==> config.mk <==
export PLATFORM = sky130hd
export DESIGN_NAME = ttc_fifo
export DESIGN_NICKNAME = d
export VERILOG_FILES = /design/src/rtl/ttc_pkg.sv /design/src/rtl/ttc_fifo.sv
export SDC_FILE = /design/constraint.sdc
export NUM_CORES = 1
export LEC_CHECK = 0
export ABC_AREA = 1
export BUFFER_PORTS_ARGS = -buffer_cell sky130_fd_sc_hd__clkbuf_2
export CAP_MARGIN = 20
export CORE_MARGIN = 3
export CORE_UTILIZATION = 52
export DETAILED_ROUTE_END_ITERATION = 8
export PLACE_DENSITY = 0.86
export RECOVER_POWER = 100
export SYNTH_ARGS = -nofsm -noshare
export SYNTH_HDL_FRONTEND = slang
export SYNTH_SLANG_ARGS = --single-unit
==> constraint.sdc <==
create_clock -name clk -period 4.01 [get_ports clk]
set_clock_uncertainty 0.1 [all_clocks]
set_input_delay 0.2005 -clock clk [delete_from_list [all_inputs] [get_ports clk]]
set_output_delay 0.2005 -clock clk [all_outputs]
set_load 0.05 [all_outputs]
==> src/rtl/ttc_pkg.sv <==
// Shared types, constants and cosine table builder for the TTC emergency brake block.
package ttc_pkg;

  localparam int MAX_BEAMS       = 4096;
  localparam int COS_TABLE_DEPTH = 1024;
  localparam int QUEUE_DEPTH     = 2;

  localparam int CFG_IDX_W  = 3;
  localparam int CFG_DATA_W = 19;
  localparam int COS_W      = 16;

  // Angles in 1/65536 rad
  localparam logic [18:0] TWO_PI_Q16     = 19'd411775;
  localparam logic [17:0] PI_Q16         = 18'd205887;
  localparam logic [16:0] HALF_PI_Q16    = 17'd102944;
  localparam logic [16:0] QUARTER_PI_Q16 = HALF_PI_Q16 / 2;
  localparam logic [63:0] HALF_PI_Q30    = 64'd1686629713;

  localparam int PROD_W  = 28;
  localparam int ANG_W   = 29;
  localparam int QUO_W   = 11;
  localparam int REM_W   = 20;
  localparam int FOLD_W  = 18;
  localparam int RED_W   = 17;
  localparam int R2_W    = 18;
  localparam int RATE_W  = 32;
  localparam int RHS_W   = 47;

  // Reciprocal of 2*pi for the angle reduction
  localparam int          MOD_SHIFT      = 40;
  localparam logic [63:0] MOD_RECIP_FULL = (64'd1 << MOD_SHIFT) / 64'(TWO_PI_Q16);
  localparam int          MOD_RECIP_W    = $clog2(MOD_RECIP_FULL + 64'd1);
  localparam logic [MOD_RECIP_W-1:0] MOD_RECIP = MOD_RECIP_W'(MOD_RECIP_FULL);

  // Reciprocal of pi/2 for the table index
  localparam int          IDX_SHIFT      = 40;
  localparam logic [63:0] IDX_RECIP_FULL = (64'd1 << IDX_SHIFT) / 64'(HALF_PI_Q16);
  localparam int          IDX_RECIP_W    = $clog2(IDX_RECIP_FULL + 64'd1);
  localparam logic [IDX_RECIP_W-1:0] IDX_RECIP = IDX_RECIP_W'(IDX_RECIP_FULL);

  // range * 1000 * 2^15
  localparam logic [25:0] LHS_SCALE = 26'd32768000;

  localparam logic [63:0] TAYLOR_DIV [8] = '{64'd2, 64'd12, 64'd30, 64'd56,
                                             64'd90, 64'd132, 64'd182, 64'd240};

  typedef enum logic [CFG_IDX_W-1:0] {
    REG_TTC_THRESHOLD = 3'd0,
    REG_MIN_RATE      = 3'd1,
    REG_FOV_FIRST     = 3'd2,
    REG_FOV_END       = 3'd3,
    REG_BEAM0_ANGLE   = 3'd4,
    REG_ANGLE_STEP    = 3'd5
  } cfg_reg_t;

  typedef struct packed {
    logic        [15:0] ttc_threshold_ms;
    logic        [14:0] min_range_rate;
    logic        [11:0] fov_first_beam;
    logic        [12:0] fov_end_beam;
    logic signed [18:0] beam0_angle;
    logic        [15:0] angle_step;
  } cfg_t;

  localparam cfg_t CFG_RESET = '{
    ttc_threshold_ms: 16'd700,
    min_range_rate:   15'd0,
    fov_first_beam:   12'd0,
    fov_end_beam:     13'd0,
    beam0_angle:      -19'sd205887,
    angle_step:       16'd286
  };

  typedef enum logic {
    ITEM_SPEED = 1'b0,
    ITEM_BEAM  = 1'b1
  } item_kind_t;

  typedef struct packed {
    item_kind_t         kind;
    logic signed [15:0] speed;
    logic        [11:0] beam;
    logic        [15:0] range;
    logic               in_window;
    logic               opens_scan;
    logic               last_beam;
  } work_item_t;

  typedef enum logic [3:0] {
    B_IDLE,
    B_ANGLE,
    B_ABS,
    B_MODQ,
    B_MODR,
    B_FOLD1,
    B_FOLD2,
    B_IDXN,
    B_IDXQ,
    B_IDXR,
    B_IDXC,
    B_RATE,
    B_PROD,
    B_DONE
  } back_state_t;

  // Q15 cosine of a Q30 angle, Taylor series to the x^16 term
  function automatic logic [COS_W-1:0] cos_entry(input logic [63:0] x);
    logic [63:0] x2;
    logic [63:0] term;
    longint      sum;
    logic [63:0] rounded;
    x2   = (x * x) >> 30;
    term = 64'd1 << 30;
    sum  = longint'(term);
    for (int n = 0; n < 8; n++) begin
      term = ((term * x2) >> 30) / TAYLOR_DIV[n];
      if (n % 2 == 1) begin
        sum = sum + longint'(term);
      end else begin
        sum = sum - longint'(term);
      end
    end
    if (sum < 0) begin
      sum = 0;
    end
    rounded = (64'(sum) + 64'd16384) >> 15;
    return rounded[COS_W-1:0];
  endfunction

endpackage

==> src/rtl/ttc_fifo.sv <==
// Short queue of classified items between front and back end.
module ttc_fifo (
  input  logic                clk,
  input  logic                rst_n,
  input  logic                push,
  input  ttc_pkg::work_item_t push_item,
  output logic                full,
  input  logic                pop,
  output ttc_pkg::work_item_t head,
  output logic                empty
);

  localparam int QD = ttc_pkg::QUEUE_DEPTH;
  localparam int PW = (QD > 1) ? $clog2(QD) : 1;
  localparam int CW = $clog2(QD + 1);

  ttc_pkg::work_item_t mem_r [QD];
  logic [PW-1:0] wr_ptr_r, wr_ptr_nxt;
  logic [PW-1:0] rd_ptr_r, rd_ptr_nxt;
  logic [CW-1:0] count_r, count_nxt;

  assign full  = (count_r == CW'(QD));
  assign empty = (count_r == '0);
  assign head  = mem_r[rd_ptr_r];

  always_comb begin
    wr_ptr_nxt = wr_ptr_r;
    rd_ptr_nxt = rd_ptr_r;
    count_nxt  = count_r;
    if (push) begin
      wr_ptr_nxt = (wr_ptr_r == PW'(QD - 1)) ? '0 : wr_ptr_r + PW'(1);
    end
    if (pop) begin
      rd_ptr_nxt = (rd_ptr_r == PW'(QD - 1)) ? '0 : rd_ptr_r + PW'(1);
    end
    if (push && !pop) begin
      count_nxt = count_r + CW'(1);
    end else if (pop && !push) begin
      count_nxt = count_r - CW'(1);
    end
  end

  always_ff @(posedge clk) begin
    if (!rst_n) begin
      wr_ptr_r <= '0;
      rd_ptr_r <= '0;
      count_r  <= '0;
    end else begin
      wr_ptr_r <= wr_ptr_nxt;
      rd_ptr_r <= rd_ptr_nxt;
      count_r  <= count_nxt;
    end
  end

  always_ff @(posedge clk) begin
    if (push) begin
      mem_r[wr_ptr_r] <= push_item;
    end
  end

endmodule

==> impl_metrics.json <==
{
  "status": "complete, but fails checks",
  "failed_checks": "capacitance limit, slew limit",
  "vias_per_cell": 4.75,
  "cts_buffers": 9,
  "ys_async_sr_fraction": 0,
  "multiInputGateArea_um2": 713,
  "power_mw": 2.16,
  "ys_types": 14,
  "die_w_um": 91.1,
  "synth_fa_ha_area_frac": 0.00332,
  "cp-start-kind": "flip-flop",
  "rrSetupSlack_ns": 1.66,
  "seq_area_um2": 2980,
  "dr.first_iter.drc_count": 77,
  "grt_pass1_wl_um": 10700,
  "clk_latency_ns": 0.33,
  "leakagePower_nw": 1.74,
  "core_area_um2": 6910,
  "peakVddDrop_mv": 0.356,
  "synth_ff_type": "edfxtp_1",
  "drive_gt1_frac": 0.222,
  "layout.nets": 395,
  "vias": 2104,
  "die-height_um": 91.1,
  "ctsResizeCount": 0,
  "setup_tns_ns": 0,
  "grt_util_all_layers": 0.166,
  "postCtsHoldBufs": 49,
  "synth_nets": 237,
  "ys_ff_latch": 101,
  "grt_pass1_vias": 2242,
  "finalCritPeriodShare": 0.771,
  "syn_area_um2": 3770,
  "fin_worst_hold_slack_ns": 0.0343,
  "rsz0062_at_grt": "false",
  "ant_nets": 0,
  "wl_per_cell_um": 15.2,
  "htree_levels": 3,
  "die-area_um2": 8310,
  "power_density_nw_per_um2": 440,
  "gp_congestion": 0.673,
  "grt_max_degree": 49,
  "setup_viol": 0,
  "drt-total-wl_um": 6730,
  "synthCells": 184,
  "grt_antenna_before_repair": 0,
  "core.rowCount": 30,
  "cts_max_path_buffers": 2,
  "clk_pin_slew_ns": 0.08,
  "fmaxAchievable_mhz": 323,
  "yosys.area_share.simple": 0.0199,
  "required_ns": 3.71,
  "muxShareOfSynthArea": 0.163,
  "synth_edf_count": 96,
  "dr.pass1.iters": 4,
  "placed_area_um2": 4380,
  "ys_warn_count": 0,
  "n_fill_cell": 491,
  "ys_seq_area_frac": 0.791,
  "reg2reg_depth": 2,
  "synth-compound-area-share": 0.00266,
  "final_util": 0.711,
  "synth.avg_cell_area_um2": 20.5,
  "tightestPinTransition_ns": 1.89,
  "worstSetupEndpointType": "output port",
  "cts_root_buffer": "clkbuf_8",
  "min_path_type": "in2reg",
  "hold_viol": 0,
  "cts_tree": "done",
  "globalRouteOverflowTotal": 0,
  "io_pins": 102,
  "synth_xor_area_frac": 0,
  "drv_cap": 1,
  "holdPathStages": 3,
  "synth_top_family_by_area": "multiplexers",
  "critPathArrivalTime_ns": 2.79,
  "crit_type": "reg2out",
  "post-cts-setup-buffer-count": 0,
  "dpl.hpwl_um": 4050,
  "initial_core_util": 0.546,
  "syn_to_final_growth_pct": 30.2,
  "cts.sinks": 101,
  "final_area_um2": 4910,
  "drv_slew": 49,
  "fin_crit_ns": 3.09,
  "remaining_drc_errors": 0,
  "diodes": 0,
  "path_max_fanout": 32,
  "slew-limit-headroom": -0.259,
  "portBuffers": 101
}
-- per-stage QoR --
stage          cells  worst slack (ns)
2_1_floorplan    184              1.12
3_3_place_gp     378              1.85
3_5_place_dp     378              1.84
4_1_cts          443              1.45
5_1_grt          443             0.711
6_report         443             0.917
-- registers in the layout, summed over array words and instances (netlist names), named ones only --
signal    count
wr_ptr_r      1
mem_r        96
rd_ptr_r      1
count_r       2
-- logic make-up (layout without fill, tap and decap cells) --
logic type / after synthesis / in the layout
AO/OA/AOI/OAI: 2 / 2
multiplexers: 48 / 48
buffers and inverters: 13 / 176
flip-flops: 101 / 101
AND/OR/NAND/NOR: 19 / 19
adder cells (fa/ha/maj): 1 / 1
-- final timing paths --
check / startpoint / endpoint
max reg2reg: wr_ptr_r$_SDFFE_PN0P_ / mem_r[1][26]$_DFFE_PP_
max: flip-flop / head[23]
min reg2reg: rd_ptr_r$_SDFFE_PN0P_ / rd_ptr_r$_SDFFE_PN0P_
min: push / wr_ptr_r$_SDFFE_PN0P_
-- where the power goes --
group / internal, mW / total (mW) / switching (mW)
Clock: 0.225 / 0.538 / 0.313
Combinational: 0.121 / 0.380 / 0.259
Sequential: 1.22 / 1.24 / 0.0241
Total: 1.56 / 2.16 / 0.596
-- critical path, stage by stage (launching register included) --
cell	delay, ns
dfxtp_1	1.28
buf_4	0.47
mux2_4	0.21
clkbuf_1	0.48
-- layer usage --
layer	part of all wire	track usage	vias up
li1	-	-	1013
met1	0.41	0.189	1012
met2	0.53	0.298	72
met3	0.043	0.0447	7
met4	0.012	0.0603	0
met5	0	0	-
-- area by class of cell --
| cell class | count | share of cell area |
|---|---|---|
| flip-flops and latches | 101 | 0.608 |
| repair buffers | 152 | 0.184 |
| multi-input cells | 70 | 0.145 |
| clock buffers | 12 | 0.0275 |
| well taps | 96 | 0.0245 |
| inverters | 8 | 0.00612 |
| clock inverters | 4 | 0.00510 |
-- cells in the final DEF, fill, tap and decap left out --
cell           instances
mux2_2                28
clkbuf_1              88
o21ai_0                1
nand2_1                8
mux2_4                18
mux2_1                 2
edfxtp_1              96
clkinv_4               1
clkinvlp_4             1
inv_1                  8
ha_1                   1
nor2_1                 8
nor2_4                 1
clkinv_1               1
dlygate4sd3_1         49
clkbuf_8               9
nand3_1                1
a21oi_1                1
clkbuf_2              17
clkinv_2               1
dfxtp_1                5
buf_4                  1
nand4_1                1
-- Yosys cell counts (2+ instances only) --
cell type  instances  area (µm²)
inv_1              8        30.0
nor2_1             9        33.8
dfxtp_1            5         100
mux2_4            20         300
buf_2              2        10.0
nand2_1            8        30.0
mux2_2            28         315
edfxtp_1          96        2880
buf_6              3        33.8
No activity file was read; power rests on OpenSTA's default activity.
