<file path="src/rtl/ttc_pkg.sv">
// Shared types, constants and cosine table builder for the TTC emergency brake block.
package ttc_pkg;

  localparam int MAX_BEAMS       = 4096;
  localparam int COS_TABLE_DEPTH = 1024;
  localparam int QUEUE_DEPTH     = 2;

  localparam int CFG_IDX_W  = 3;
  localparam int CFG_DATA_W = 19;
  localparam int COS_W      = 16;

  // Angles in 1/65536 rad
  localparam logic [18:0] TWO_PI_Q16     = 19'd411775;
  localparam logic [17:0] PI_Q16         = 18'd205887;
  localparam logic [16:0] HALF_PI_Q16    = 17'd102944;
  localparam logic [16:0] QUARTER_PI_Q16 = HALF_PI_Q16 / 2;
  localparam logic [63:0] HALF_PI_Q30    = 64'd1686629713;

  localparam int PROD_W  = 28;
  localparam int ANG_W   = 29;
  localparam int QUO_W   = 11;
  localparam int REM_W   = 20;
  localparam int FOLD_W  = 18;
  localparam int RED_W   = 17;
  localparam int R2_W    = 18;
  localparam int RATE_W  = 32;
  localparam int RHS_W   = 47;

  // Reciprocal of 2*pi for the angle reduction
  localparam int          MOD_SHIFT      = 40;
  localparam logic [63:0] MOD_RECIP_FULL = (64'd1 << MOD_SHIFT) / 64'(TWO_PI_Q16);
  localparam int          MOD_RECIP_W    = $clog2(MOD_RECIP_FULL + 64'd1);
  localparam logic [MOD_RECIP_W-1:0] MOD_RECIP = MOD_RECIP_W'(MOD_RECIP_FULL);

  // Reciprocal of pi/2 for the table index
  localparam int          IDX_SHIFT      = 40;
  localparam logic [63:0] IDX_RECIP_FULL = (64'd1 << IDX_SHIFT) / 64'(HALF_PI_Q16);
  localparam int          IDX_RECIP_W    = $clog2(IDX_RECIP_FULL + 64'd1);
  localparam logic [IDX_RECIP_W-1:0] IDX_RECIP = IDX_RECIP_W'(IDX_RECIP_FULL);

  // range * 1000 * 2^15
  localparam logic [25:0] LHS_SCALE = 26'd32768000;

  localparam logic [63:0] TAYLOR_DIV [8] = '{64'd2, 64'd12, 64'd30, 64'd56,
                                             64'd90, 64'd132, 64'd182, 64'd240};

  typedef enum logic [CFG_IDX_W-1:0] {
    REG_TTC_THRESHOLD = 3'd0,
    REG_MIN_RATE      = 3'd1,
    REG_FOV_FIRST     = 3'd2,
    REG_FOV_END       = 3'd3,
    REG_BEAM0_ANGLE   = 3'd4,
    REG_ANGLE_STEP    = 3'd5
  } cfg_reg_t;

  typedef struct packed {
    logic        [15:0] ttc_threshold_ms;
    logic        [14:0] min_range_rate;
    logic        [11:0] fov_first_beam;
    logic        [12:0] fov_end_beam;
    logic signed [18:0] beam0_angle;
    logic        [15:0] angle_step;
  } cfg_t;

  localparam cfg_t CFG_RESET = '{
    ttc_threshold_ms: 16'd700,
    min_range_rate:   15'd0,
    fov_first_beam:   12'd0,
    fov_end_beam:     13'd0,
    beam0_angle:      -19'sd205887,
    angle_step:       16'd286
  };

  typedef enum logic {
    ITEM_SPEED = 1'b0,
    ITEM_BEAM  = 1'b1
  } item_kind_t;

  typedef struct packed {
    item_kind_t         kind;
    logic signed [15:0] speed;
    logic        [11:0] beam;
    logic        [15:0] range;
    logic               in_window;
    logic               opens_scan;
    logic               last_beam;
  } work_item_t;

  typedef enum logic [3:0] {
    B_IDLE,
    B_ANGLE,
    B_ABS,
    B_MODQ,
    B_MODR,
    B_FOLD1,
    B_FOLD2,
    B_IDXN,
    B_IDXQ,
    B_IDXR,
    B_IDXC,
    B_RATE,
    B_PROD,
    B_DONE
  } back_state_t;

  // Q15 cosine of a Q30 angle, Taylor series to the x^16 term
  function automatic logic [COS_W-1:0] cos_entry(input logic [63:0] x);
    logic [63:0] x2;
    logic [63:0] term;
    longint      sum;
    logic [63:0] rounded;
    x2   = (x * x) >> 30;
    term = 64'd1 << 30;
    sum  = longint'(term);
    for (int n = 0; n < 8; n++) begin
      term = ((term * x2) >> 30) / TAYLOR_DIV[n];
      if (n % 2 == 1) begin
        sum = sum + longint'(term);
      end else begin
        sum = sum - longint'(term);
      end
    end
    if (sum < 0) begin
      sum = 0;
    end
    rounded = (64'(sum) + 64'd16384) >> 15;
    return rounded[COS_W-1:0];
  endfunction

endpackage

</file>
<file path="src/rtl/ttc_front.sv">
// Front end: accepts input transactions and classifies them against the beam window.
module ttc_front (
  input  logic                in_valid,
  output logic                in_ready,
  input  logic                in_func,
  input  logic signed [15:0]  in_speed_mm_s,
  input  logic        [11:0]  in_beam_index,
  input  logic        [15:0]  in_range_mm,
  input  logic                in_range_valid,
  input  ttc_pkg::cfg_t       cfg,
  input  logic                q_full,
  output logic                q_push,
  output ttc_pkg::work_item_t q_item
);

  assign in_ready = !q_full;
  assign q_push   = in_valid && !q_full;

  always_comb begin
    q_item.kind       = ttc_pkg::item_kind_t'(in_func);
    q_item.speed      = in_speed_mm_s;
    q_item.beam       = in_beam_index;
    q_item.range      = in_range_mm;
    q_item.in_window  = in_range_valid
                        && (in_beam_index >= cfg.fov_first_beam)
                        && (13'(in_beam_index) < cfg.fov_end_beam)
                        && (32'(in_beam_index) < 32'(ttc_pkg::MAX_BEAMS));
    q_item.opens_scan = (in_beam_index == cfg.fov_first_beam);
    q_item.last_beam  = ((13'(in_beam_index) + 13'd1) == cfg.fov_end_beam);
  end

endmodule

</file>
<file path="config.mk">
export PLATFORM = sky130hd
export DESIGN_NAME = ttc_front
export DESIGN_NICKNAME = d
export VERILOG_FILES = /design/src/rtl/ttc_pkg.sv /design/src/rtl/ttc_front.sv
export SDC_FILE = /design/constraint.sdc
export NUM_CORES = 1
export LEC_CHECK = 0
export ABC_CLOCK_PERIOD_IN_PS = 1500
export BUFFER_PORTS_ARGS = -buffer_cell sky130_fd_sc_hd__buf_2
export CORE_AREA = 2 2 73 75
export DETAILED_ROUTE_END_ITERATION = 16
export DIE_AREA = 0 0 75 77
export PLACE_DENSITY_LB_ADDON = 0.12
export SETUP_SLACK_MARGIN = 0.5
export SLEW_MARGIN = 30
export SYNTH_ARGS = -nofsm -noshare
export SYNTH_HDL_FRONTEND = slang
export SYNTH_SLANG_ARGS = --single-unit
</file>
<file path="constraint.sdc">
create_clock -name vclk -period 1.5
set_input_delay 0.15 -clock vclk [all_inputs]
set_output_delay 0.15 -clock vclk [all_outputs]
set_load 0.05 [all_outputs]
</file>
==> run_results.csv, run 1 <==
group,metric,value,unit
synth,postSynthCellCount,194,
die,start_util,27.8,%
detailed_routing,drc_errors,0,
cells_and_area,regArea,0,µm²
hold_path,min_path_type,"input port to primary output",
cells_and_area,n_clock_buffer,0,
die,boundaryPins,189,
cells_and_area,final_cells,315,
timing,min_period_over_period,124,%
global_routing,grt_pass1_vias,1294,
critical_path,startpoint_type,"input port",
pwr,peakVddDrop,0.163,mV
place,placed_area,1920,µm²
synth,yosys.area_share.xor_xnor,11.9,%
synth,yosys.area_share.simple,18.5,%
critical_path,crit_required,1.35,ns
global_routing,grt-ovfl-total,0,
outcome,outcome,"finished with violations",
global_routing,track_usage,13.7,%
timing,slew_headroom,77.0,%
synth,seq_area_frac_synth,0,%
place,dp.cells,313,
place,dp_slack,-0.495,ns
synth,yosysTopAreaCellShare,24.4,%
die,die-height,77,µm
timing,finalCriticalPeriod,1.87,ns
flow_run,cap_violations,0,
hold_path,min_from,"in_speed_mm_s[10]",
timing,worst_pin_slew,0.341,ns
place,gp_congestion,0.746,
synth,synth_most_common_cell,"buf_4",
die,fp.dieW,75,µm
synth,yosysWarnings,0,
global_routing,grt_pass1_wl,6260,µm
die,core,4980,µm²
detailed_routing,wirelength,4100,µm
global_routing,grt_max_degree,8,
timing,hold_ws,0.300,ns
pwr,power,0.644,mW
detailed_routing,drt_iter0_markers,36,
detailed_routing,drt_pass1_iterations,4,
global_routing,antenna_found_initial,0,
die,num_rows,26,
cells_and_area,antenna_cells,0,
cells_and_area,n_sequential_cell,0,
detailed_routing,wl_per_cell,13.0,µm
timing,finalHoldViolations,0,
synth,synth_area,1390,µm²
synth,avgSynthCellArea,7.14,µm²
timing,rsz0062_at_grt,"true",
detailed_routing,ant_nets,0,
outcome,violations,"setup timing",
detailed_routing,vias,1384,
detailed_routing,viasPerCell,4.39,
cells_and_area,drive_gt1_share,56.7,%
critical_path,path_class,"input port to primary output",
cells_and_area,finalNetCount,411,
pwr,p_per_area,308,nW/µm²
timing,fmax,536,MHz
cells_and_area,area_delta_synth_final,50.8,%
hold_path,worstHoldPathCells,0,
place,numPortBuffers,57,
timing,setup_viol,2,
timing,maxSlewViolCount,0,
synth,syn-num-nets,358,
timing,finalWorstSetupSlack,-0.365,ns
hold_path,min_to,"q_item[41]",
synth,synthTopCellsByArea,"buf_4 (24%), ha_1 (23%), xnor2_1 (8.9%)",
synth,synthDistinctLibCells,33,
pwr,p_leak,1.01,nW
synth,synth_top_family_by_area,"buffers and inverters",
critical_path,endpoint_kind,"primary output",
cells_and_area,fill_cells,512,
synth,synth_commonest_cells,"buf_4 (45), ha_1 (25), inv_1 (25)",
cells_and_area,finish.instance_area,2090,µm²
critical_path,worstPathArrival,1.72,ns
synth,synth_adder_area_share,22.6,%
place,hpwl,3640,µm
die,die_area,5780,µm²
synth,yosysTopAreaCell,"buf_4",
synth,synth-compound-area-share,14.6,%
critical_path,path_max_fanout,4,
synth,synthMuxAreaShare,0,%
==> per-layer routing <==
metal / global-route usage [%] / vias to the layer above / part of all wire (%)
met3: 3.68 / 20 / 10
li1: - / 721 / -
met1: 18.1 / 591 / 43
met2: 21.6 / 52 / 44
met4: 3.57 / 0 / 2.8
met5: 0 / - / 0
==> how the worst max path moves through the flow <==
stage | to | cells past startpoint | startpoint
after detailed placement | q_item[0] | 8 | in_beam_index[0]
final | q_item[0] | 8 | in_beam_index[0]
after CTS | q_item[0] | 8 | in_beam_index[0]
after global placement | q_item[2] | 9 | in_beam_index[2]
after floorplan | q_item[0] | 8 | in_beam_index[2]
after global routing | q_item[0] | 8 | in_beam_index[0]
==> cells in the final DEF (no fill, tap or decap), drive strengths merged <==
| cell | netlist | final |
|---|---|---|
| a211oi | 1 | 1 |
| and2 | 2 | 2 |
| o21ai | 6 | 6 |
| or3 | 2 | 2 |
| a2111oi | 1 | 1 |
| a211o | 1 | 1 |
| ha | 25 | 25 |
| xnor2 | 15 | 15 |
| and3 | 2 | 2 |
| nand3 | 6 | 6 |
| inv | 25 | 25 |
| nor3 | 6 | 6 |
| o2111ai | 1 | 1 |
| xor2 | 3 | 3 |
| a22oi | 1 | 1 |
| buf | 47 | 98 |
| nand4 | 8 | 8 |
| a21o | 7 | 7 |
| nand4b | 1 | 1 |
| a21oi | 9 | 9 |
| nand2 | 6 | 6 |
| a31oi | 2 | 2 |
| nor2b | 4 | 4 |
| nor2 | 10 | 10 |
| o21a | 1 | 1 |
| nor4 | 1 | 1 |
| o221ai | 1 | 1 |
==> critical path: stages <==
cell,delay (ns)
buf_8,0.11
ha_4,0.23
xor2_1,0.15
or3_1,0.34
nor4_2,0.14
nand4_1,0.20
a211oi_4,0.20
buf_6,0.18
==> stage by stage <==
stage / util (%) / TNS (ns)
detailed placement: 38.6 / -1.02
global route: 42.0 / -0.806
global placement: 38.6 / -0.984
finish: 42.0 / -0.635
CTS: 40.2 / -0.643
floorplan: - / -0.540
==> what timing repair did <==
action                                  in CTS  in global routing
hold endpoints to repair                     0                  0
pin swaps                                    8                 12
setup buffers                                0                  2
resized for setup                           22                 19
hold buffers                                 0                  0
endpoints found under the setup margin       3                  3
==> cell families (layout without fill, tap and decap cells) <==
family                   after synthesis  after routing
AO/OA/AOI/OAI                         31             31
XOR/XNOR                              18             18
adder cells (fa/ha/maj)               25             25
buffers and inverters                 72            123
AND/OR/NAND/NOR                       48             48
==> final cells by class <==
class	count	area, µm²	area share, %
Multi-Input combinational cell	122	1170	55.8
Inverter	25	124	5.93
Tap cell	70	87.6	4.19
Timing Repair Buffer	98	711	34.0
==> power breakdown <==
part	total [mW]	leakage, nW	internal (mW)	switching, mW
clock network	0	0	0	0
logic	0.644	1.01	0.316	0.328
registers	0	0	0	0
total	0.644	1.01	0.316	0.328
No activity file was read; power rests on OpenSTA's default activity.
==> run 2, diff against run 1 <==
--- a/config.mk
+++ b/config.mk
@@ -5,11 +5,12 @@
 export SDC_FILE = /design/constraint.sdc
 export NUM_CORES = 1
 export LEC_CHECK = 0
-export ABC_CLOCK_PERIOD_IN_PS = 1500
+export ABC_CLOCK_PERIOD_IN_PS = 1600
 export BUFFER_PORTS_ARGS = -buffer_cell sky130_fd_sc_hd__buf_2
 export CORE_AREA = 2 2 73 75
 export DETAILED_ROUTE_END_ITERATION = 16
 export DIE_AREA = 0 0 75 77
+export GPL_TIMING_DRIVEN = 0
 export PLACE_DENSITY_LB_ADDON = 0.12
 export SETUP_SLACK_MARGIN = 0.5
 export SLEW_MARGIN = 30
==> constraint.sdc (replaced) <==
create_clock -name vclk -period 1.6
set_input_delay 0.16 -clock vclk [all_inputs]
set_output_delay 0.16 -clock vclk [all_outputs]
set_load 0.05 [all_outputs]
==> run_results.csv, run 2 (synthesis results as in run 1) <==
group,metric,value,unit
outcome,outcome,"finished with violations",
outcome,violations,"setup timing",
detailed_routing,drt_iter0_markers,26,
cells_and_area,drive_gt1_share,67.1,%
critical_path,crit_slowest_cell,"nor4_2",
cells_and_area,regArea,0,µm²
place,dp.cells,354,
global_routing,grt_pass1_wl,6510,µm
die,die_area,5780,µm²
place,numPortBuffers,90,
pwr,peakVddDrop,0.191,mV
critical_path,critPathTopFamily,"simple AND/OR/NAND/NOR gates",
global_routing,grt_pass1_vias,1463,
hold_path,min_path_type,"input port to primary output",
pwr,p_leak,1.23,nW
critical_path,startpoint_type,"input port",
cells_and_area,fin_util,49.7,%
timing,finalHoldViolations,0,
detailed_routing,drt_pass1_iterations,4,
place,placed_area,2130,µm²
cells_and_area,layout_commonest_cell,"buf_2",
critical_path,startpoint,"in_beam_index[2]",
critical_path,worstPathArrival,1.71,ns
critical_path,endpoint_kind,"primary output",
global_routing,grt_max_degree,9,
die,fp.dieW,75,µm
timing,finalWorstSetupSlack,-0.271,ns
cells_and_area,final_cell_mix,"buf_2 (72), buf_4 (57), ha_4 (15), xnor2_1 (13)",
cells_and_area,final_cells,365,
timing,maxSlewViolCount,0,
hold_path,worstHoldPathCells,2,
place,gp_congestion,0.825,
global_routing,antenna_found_initial,0,
place,dp_slack,-0.589,ns
die,core,4980,µm²
critical_path,cp_cell_sequence,"buf_8, buf_8, and3_4, buf_6, xnor2_2, a21oi_2, nor4_2, nand4_1, a211oi_4, buf_6",
timing,slew_headroom,75.5,%
die,boundaryPins,189,
cells_and_area,area_delta_synth_final,78.6,%
critical_path,path_class,"input port to primary output",
critical_path,slowest_delay,0.26,ns
timing,min_period_over_period,117,%
cells_and_area,n_sequential_cell,0,
detailed_routing,ant_nets,0,
die,die-height,77,µm
detailed_routing,drc_errors,0,
pwr,p_per_area,342,nW/µm²
flow_run,cap_violations,0,
die,start_util,27.8,%
place,hpwl,3520,µm
cells_and_area,antenna_cells,0,
timing,setup_viol,2,
die,num_rows,26,
detailed_routing,wl_per_cell,11.4,µm
detailed_routing,wirelength,4170,µm
cells_and_area,finish.instance_area,2470,µm²
global_routing,track_usage,13.7,%
hold_path,min_from,"in_speed_mm_s[15]",
timing,finalCriticalPeriod,1.87,ns
detailed_routing,viasPerCell,4.37,
critical_path,cp.buffers_inverters,4,
clocking,ctsHoldBuffers,0,
detailed_routing,vias,1595,
global_routing,grt-ovfl-total,0,
timing,worst_pin_slew,0.366,ns
critical_path,path_max_fanout,5,
hold_path,min_to,"q_item[46]",
cells_and_area,n_clock_buffer,0,
critical_path,crit_required,1.44,ns
timing,fmax,534,MHz
timing,rsz0062_at_grt,"true",
cells_and_area,finalNetCount,461,
run 2: changes by cell type in the layout (fill, tap and decap cells not counted), sizes merged:
cell,delta
buf,+48
clkbuf,+2
run 2: cell type report:
type,count,area [µm²]
Fill cell,505,2500
Multi-Input combinational cell,122,1230
Timing Repair Buffer,101,664
Buffer,47,364
Inverter,25,124
Tap cell,70,87.6
run 2: metrics by stage:
step	power [mW]	setup TNS, ns	hold WS [ns]
after CTS	0.803	-0.526	0.622
final	0.845	-0.442	0.622
after global placement	0.747	-1.03	0.622
after detailed placement	0.749	-1.02	0.622
after floorplan	0.553	-0.380	0.487
after global routing	0.914	-0.557	0.624
run 2: where the power goes:
part	switching, mW	internal, mW	total [mW]	leakage, nW
Sequential	0	0	0	0
Combinational	0.487	0.358	0.845	1.23
Clock	0	0	0	0
Total	0.487	0.358	0.845	1.23
run 2: metal layers:
| metal | part of all wire [%] | vias up | GRT usage (%) |
|---|---|---|---|
| met5 | 0 | - | 0 |
| met4 | 0 | 0 | 0 |
| met3 | 8.2 | 0 | 1.45 |
| met2 | 51 | 79 | 25.8 |
| met1 | 40 | 699 | 17.2 |
| li1 | - | 817 | - |
run 2: worst max-delay path by stage:
stage | endpoint | slack [ns] | depth (start not counted)
2_1_floorplan | q_item[0] | -0.20 | 8
3_3_place_gp | q_item[2] | -0.56 | 9
3_5_place_dp | q_item[2] | -0.59 | 9
4_1_cts | q_item[0] | -0.27 | 9
5_1_grt | q_item[0] | -0.33 | 9
6_report | q_item[0] | -0.27 | 10
run 2: repair_timing:
item | CTS | global route
pin swaps | 7 | 19
gates resized for setup | 33 | 31
setup endpoints to repair | 3 | 3
endpoints found under the hold margin | 0 | 0
setup buffers | 7 | 4
